==> config.mk <==
export PLATFORM = sky130hd
export DESIGN_NAME = bee_ctrl
export DESIGN_NICKNAME = d
export VERILOG_FILES = /design/src/hw/rtl/bee_pkg.sv /design/src/hw/rtl/bee_ctrl.sv
export SDC_FILE = /design/constraint.sdc
export NUM_CORES = 1
export LEC_CHECK = 0
export BUFFER_PORTS_ARGS = -buffer_cell sky130_fd_sc_hd__buf_2
export CORE_MARGIN = 3
export CORE_UTILIZATION = 48
export DETAILED_ROUTE_END_ITERATION = 16
export GPL_TIMING_DRIVEN = 0
export PLACE_DENSITY = 0.85
export SLEW_MARGIN = 20
export SYNTH_ARGS = -nofsm -noshare
export SYNTH_HDL_FRONTEND = slang
export SYNTH_SLANG_ARGS = --single-unit
export TNS_END_PERCENT = 30
==> constraint.sdc <==
create_clock -name clk -period 1.3 [get_ports clk]
set_input_delay 0.13 -clock clk [delete_from_list [all_inputs] [get_ports clk]]
set_output_delay 0.13 -clock clk [all_outputs]
set_load 0.005 [all_outputs]
==> src/hw/rtl/bee_pkg.sv <==
// Shared constants, types and log2 helpers for the byte entropy estimator.
// No dependencies.
`default_nettype none
package bee_pkg;

  localparam int MAX_LEN  = 65536;
  localparam int BINS     = 256;
  localparam int BIN_AW   = $clog2(BINS);
  localparam int CNT_W    = $clog2(MAX_LEN + 1);
  localparam int P_W      = $clog2(CNT_W);
  localparam int FRAC_W   = 16;
  localparam int LOG_W    = P_W + FRAC_W;
  localparam int PROD_W   = CNT_W + LOG_W;
  localparam int ACC_W    = PROD_W + BIN_AW;
  localparam int DIV_W    = ACC_W;
  localparam int DIVC_W   = $clog2(DIV_W);
  localparam int ENT_W    = 20;
  localparam logic [ENT_W-1:0] ENT_MAX      = 20'd524288;
  localparam logic [ENT_W-1:0] THRESH_RESET = 20'd491520;

  typedef logic [FRAC_W-1:0] frac_rom_t [BINS];

  typedef struct packed {
    logic              byte_rd;
    logic              byte_wr;
    logic              byte_ovf;
    logic              walk_rd;
    logic              clr_wr;
    logic [BIN_AW-1:0] walk_addr;
    logic              div_load;
    logic              div_step;
    logic              finish;
  } bee_cmd_t;

  typedef struct packed {
    logic cnt_full;
    logic pipe_busy;
    logic out_busy;
  } bee_status_t;

  function automatic frac_rom_t frac_rom_build();
    frac_rom_t   rom;
    logic [63:0] y;
    logic [23:0] v;
    logic [24:0] r;
    for (int m = 0; m < BINS; m++) begin
      y = 64'(256 + m) << 22;
      v = '0;
      for (int k = 0; k < 24; k++) begin
        y = (y * y) >> 30;
        v = {v[22:0], 1'b0};
        if (y >= 64'h8000_0000) begin
          v[0] = 1'b1;
          y = y >> 1;
        end
      end
      r = {1'b0, v} + 25'd128;
      rom[m] = r[23:8];
    end
    return rom;
  endfunction

  localparam frac_rom_t FRAC_ROM = frac_rom_build();

  function automatic logic [LOG_W-1:0] log2_q16(input logic [CNT_W-1:0] x);
    logic [P_W-1:0]   p;
    logic [CNT_W-1:0] norm;
    p = '0;
    for (int i = 1; i < CNT_W; i++) begin
      if (x[i]) p = P_W'(i);
    end
    norm = x << (P_W'(CNT_W - 1) - p);
    return {p, FRAC_ROM[norm[CNT_W-2 -: 8]]};
  endfunction

endpackage
`default_nettype wire

==> src/hw/rtl/bee_ctrl.sv <==
// Sequencer for the byte entropy estimator: byte update, bin walk, divide.
// Depends on bee_pkg.
`default_nettype none
module bee_ctrl import bee_pkg::*; (
  input  wire logic        clk,
  input  wire logic        rst_n,
  input  wire logic        in_valid,
  input  wire logic        in_last_byte,
  output      logic        in_stall,
  input  wire bee_status_t sts,
  output      bee_cmd_t    cmd
);
  localparam logic [2:0] ST_CLR   = 3'd0;
  localparam logic [2:0] ST_IDLE  = 3'd1;
  localparam logic [2:0] ST_UPD   = 3'd2;
  localparam logic [2:0] ST_WALK  = 3'd3;
  localparam logic [2:0] ST_DRAIN = 3'd4;
  localparam logic [2:0] ST_DIV   = 3'd5;
  localparam logic [2:0] ST_FIN   = 3'd6;

  logic [2:0]        state_r, state_nxt;
  logic [BIN_AW-1:0] idx_r, idx_nxt;
  logic [DIVC_W-1:0] dcnt_r, dcnt_nxt;
  logic              last_r, last_nxt;

  always_comb begin
    state_nxt     = state_r;
    idx_nxt       = idx_r;
    dcnt_nxt      = dcnt_r;
    last_nxt      = last_r;
    in_stall      = 1'b1;
    cmd           = '0;
    cmd.walk_addr = idx_r;
    unique case (state_r)
      ST_CLR: begin
        cmd.clr_wr = 1'b1;
        idx_nxt    = idx_r + 1'b1;
        if (idx_r == BIN_AW'(BINS - 1)) state_nxt = ST_IDLE;
      end
      ST_IDLE: begin
        in_stall = 1'b0;
        idx_nxt  = '0;
        if (in_valid) begin
          if (!sts.cnt_full) begin
            cmd.byte_rd = 1'b1;
            last_nxt    = in_last_byte;
            state_nxt   = ST_UPD;
          end else begin
            cmd.byte_ovf = 1'b1;
            if (in_last_byte) state_nxt = ST_WALK;
          end
        end
      end
      ST_UPD: begin
        cmd.byte_wr = 1'b1;
        state_nxt   = last_r ? ST_WALK : ST_IDLE;
      end
      ST_WALK: begin
        cmd.walk_rd = 1'b1;
        idx_nxt     = idx_r + 1'b1;
        if (idx_r == BIN_AW'(BINS - 1)) state_nxt = ST_DRAIN;
      end
      ST_DRAIN: begin
        if (!sts.pipe_busy) begin
          cmd.div_load = 1'b1;
          dcnt_nxt     = '0;
          state_nxt    = ST_DIV;
        end
      end
      ST_DIV: begin
        cmd.div_step = 1'b1;
        dcnt_nxt     = dcnt_r + 1'b1;
        if (dcnt_r == DIVC_W'(DIV_W - 1)) state_nxt = ST_FIN;
      end
      ST_FIN: begin
        if (!sts.out_busy) begin
          cmd.finish = 1'b1;
          state_nxt  = ST_IDLE;
        end
      end
      default: state_nxt = ST_CLR;
    endcase
  end

  always_ff @(posedge clk) begin
    if (!rst_n) begin
      state_r <= ST_CLR;
      idx_r   <= '0;
      dcnt_r  <= '0;
      last_r  <= 1'b0;
    end else begin
      state_r <= state_nxt;
      idx_r   <= idx_nxt;
      dcnt_r  <= dcnt_nxt;
      last_r  <= last_nxt;
    end
  end
endmodule
`default_nettype wire

==> impl_metrics.tcl <==
set metrics [dict create \
    run_status "complete, but fails checks" \
    violations "negative setup slack" \
    reg2regPathDepth 6 \
    report.power.total_uw 1920 \
    synth_edf_count 0 \
    route.final.wire_length_mm 3.09 \
    hold_violations 0 \
    grt_setup_unrepaired "yes" \
    worst_hold_path.endpoint "last_r" \
    cts_hold_buffers 0 \
    initial_drc_count 44 \
    cts_max_path_buffers 2 \
    diodes 0 \
    yosys_warnings 0 \
    worst_hold_path.num_cells 3 \
    timing.critical_path.fanout_max 6 \
    die-width_um 54.0 \
    cts.root.buffer_cell "sky130_fd_sc_hd__clkbuf_4" \
    route.detailed.vias_per_inst 6.08 \
    synth.ff_latch_count 18 \
    drt-pass1-iter-count 4 \
    timing.critical_path.to_type "output pin" \
    synth.lib_cells_used.distinct 42 \
    tritoncts "yes" \
    syn-instance-count 133 \
    cts.reportedPaths.clkPinSlew_ns 0.10 \
    vdd_ir_drop_max_uv 836 \
    fin_nets 179 \
    critical_path.reg2reg.endpoint "state_r[1]" \
    grt_usage_pct 21.6 \
    cpMaxStageDelayCell "sky130_fd_sc_hd__or4b_4" \
    grt_start_max_net_pins 11 \
    start_kind "register" \
    synth_top_flop_cell "sky130_fd_sc_hd__dfxtp_1" \
    slew_headroom_pct 71.2 \
    final_hold_slack_ns 0.120 \
    drv_slew 0 \
    post-synth-top-count-cell "sky130_fd_sc_hd__dfxtp_1" \
    setup_viol_count_final 20 \
    worst-path-buf-inv 2 \
    gpl.final_weighted_congestion 0.846 \
    post-route-drc-count 0 \
    synth_nets 143 \
    timing.hold.worst.start "in_last_byte" \
    floorplan.die_area_um2 2910 \
    numClockSinks 18 \
    synth.top_cells.by_count "sky130_fd_sc_hd__dfxtp_1 (18), sky130_fd_sc_hd__a21oi_1 (11), sky130_fd_sc_hd__nor2_1 (11), sky130_fd_sc_hd__nor2b_1 (8), sky130_fd_sc_hd__nor3_1 (8)" \
    cts_inserted_buffers 3 \
    netlist_area_um2 1100 \
    final_critical_path_setup_slack_ns -0.210 \
    postRouteAntennaNets 0 \
    first_pass_grt_wire_length_mm 4.63 \
    dp_cells 183 \
    critPathRequiredTime_ns 1.17 \
    count_of_standard_cell_rows 16 \
    final-seq-area_um2 375 \
    place.port_buffers 23 \
    num_vias 1179 \
    leak_uw 0.000655 \
    crit_chain "or4b_4 > inv_2 > buf_2" \
    remaining_global_route_overflow 0 \
    drive_gt1_share_pct 43.7 \
    fp.coreArea_um2 2060 \
    finish.cell_count_without_fillers 194 \
    leading_post_synthesis_cells_by_cell_area "sky130_fd_sc_hd__dfxtp_1 (33%), sky130_fd_sc_hd__a21oi_1 (5.0%), sky130_fd_sc_hd__nor2b_1 (4.5%)" \
    fillerInstances 135 \
    synth_async_sr_flop_share_pct 0 \
    synth_area_per_cell_um2 8.31 \
    syn_to_final_growth_pct 33.6 \
    timing_worst_slew_pin_value_ns 0.433 \
    drv_cap 0 \
    period_utilization_post_route_pct 116 \
    first_global_vias 1082 \
    multiInputGateArea_um2 776 \
    clock_skew_ns 0.00125 \
    ios 24 \
    yosysSeqAreaShare_pct 32.6 \
    synth_largest_area_cell "sky130_fd_sc_hd__dfxtp_1" \
    critical_path_class "register to output pin" \
    critical-path-top-delay-family "simple AND/OR/NAND/NOR gates" \
    fin_crit_ns 1.51 \
    rrSetupSlack_ns -0.19 \
    critPathArrivalTime_ns 1.38 \
    clock_latency_ns 0.29 \
    power.density_nw_per_um2 1300 \
    worst_path_largest_cell_delay_ns 0.53 \
    regToRegStartpoint "dcnt_r[1]" \
    final_util_pct 71.6 \
    dp.final_hpwl_mm 1.91 \
    synth_largest_type_area_fraction_pct 32.6 \
    dieHeight_um 54.0 \
    min_delay_path_class "primary input to register" \
    grt_antenna_before_repair 0 \
    timing.fmax_mhz 662 \
    starting_utilization_of_the_core_area_pct 53.6 \
    wl_per_cell_um 15.9 \
    cts_max_level 1 \
]
## worst register-to-register path: cells and delay by family (launching register included)
family,cells,cell delay [ns]
AOI/OAI and AO/OA,3,0.64
adders and majority gates,1,0.14
buffers and inverters,1,0.04
DFF,1,0.36
and+or+nand+nor,1,0.20
## sequential cells by signal, summed over array words and instances (netlist names)
signal   count
last_r       1
state_r      3
dcnt_r       6
idx_r        8
## what timing repair did
| item | CTS | global route |
|---|---|---|
| setup buffers | 7 | 3 |
| gates resized for setup | 21 | 15 |
| endpoints found under the setup margin | 26 | 24 |
| pin swaps | 13 | 4 |
## area by class of cell
class / instances / share of cell area, %
Buffer: 5 / 2.54
Multi-Input combinational cell: 101 / 52.5
Clock buffer: 3 / 1.53
Sequential cell: 18 / 25.4
Timing Repair Buffer: 33 / 13.6
Tap cell: 27 / 2.29
Inverter: 7 / 2.12
## worst max path at each step
stage                     startpoint         end  cells past startpoint
after floorplan            dcnt_r[1]  state_r[1]                      6
after global placement      idx_r[0]  state_r[1]                      5
after detailed placement    idx_r[0]  state_r[1]                      5
after CTS                 state_r[1]     cmd[15]                      3
after global routing       dcnt_r[1]  state_r[1]                      6
final                     state_r[1]      cmd[2]                      3
## logic make-up (layout without fill, tap and decap cells)
logic type | Yosys count | count (layout) | share of synthesized area, %
AND/OR/NAND/NOR | 59 | 59 | 31.3
AO/OA/AOI/OAI | 35 | 35 | 22.8
flip-flops | 18 | 18 | 32.6
buffers and inverters | 14 | 48 | 6.45
adder cells (fa/ha/maj) | 4 | 4 | 4.30
multiplexers | 2 | 2 | 1.81
XOR/XNOR | 1 | 1 | 0.793
## cells in the final DEF, fill, tap and decap left out, types with 2 or more instances in the layout
master,netlist,routed
sky130_fd_sc_hd__a211oi_1,2,2
sky130_fd_sc_hd__a21boi_1,2,2
sky130_fd_sc_hd__a21o_1,2,2
sky130_fd_sc_hd__a21oi_1,11,11
sky130_fd_sc_hd__a31oi_1,2,2
sky130_fd_sc_hd__and3_1,7,2
sky130_fd_sc_hd__and3_4,0,5
sky130_fd_sc_hd__buf_2,3,22
sky130_fd_sc_hd__buf_4,0,11
sky130_fd_sc_hd__buf_6,2,3
sky130_fd_sc_hd__clkbuf_4,0,4
sky130_fd_sc_hd__dfxtp_1,18,10
sky130_fd_sc_hd__dfxtp_2,0,6
sky130_fd_sc_hd__dfxtp_4,0,2
sky130_fd_sc_hd__ha_4,0,2
sky130_fd_sc_hd__inv_1,4,2
sky130_fd_sc_hd__inv_2,3,4
sky130_fd_sc_hd__mux2i_1,2,2
sky130_fd_sc_hd__nand2_1,6,5
sky130_fd_sc_hd__nand2b_1,3,2
sky130_fd_sc_hd__nand3_1,4,4
sky130_fd_sc_hd__nand4_1,2,2
sky130_fd_sc_hd__nor2_1,11,11
sky130_fd_sc_hd__nor2b_1,8,8
sky130_fd_sc_hd__nor3_1,8,4
sky130_fd_sc_hd__nor3_2,0,3
sky130_fd_sc_hd__nor3_4,1,2
sky130_fd_sc_hd__o21a_1,5,5
sky130_fd_sc_hd__o21ai_0,2,2
sky130_fd_sc_hd__o221a_1,3,3
## metrics by stage
step                instance area (um2)  setup slack, ns  setup TNS, ns
floorplan                          1120          -0.0881         -0.379
global placement                   1270           -0.181          -1.35
detailed placement                 1270           -0.210          -1.68
CTS                                1390           -0.257          -2.12
global route                       1480           -0.269          -3.15
finish                             1480           -0.210          -1.92
## metal layers
metal  track usage [%]  vias up  share of wire, %
met1              27.7      552                43
met3              2.77        8               7.8
met5                 0        -                 0
li1                  -      554                 -
met4              7.47        0               1.3
met2              36.9       65                48
## power by group
part / internal (uW) / leakage (uW) / switching, uW
clock: 108 / 0.0000138 / 171
sequential: 623 / 0.000150 / 70.3
combinational: 445 / 0.000491 / 500
total: 1180 / 0.000655 / 741
(Power assumes the default switching activity.)
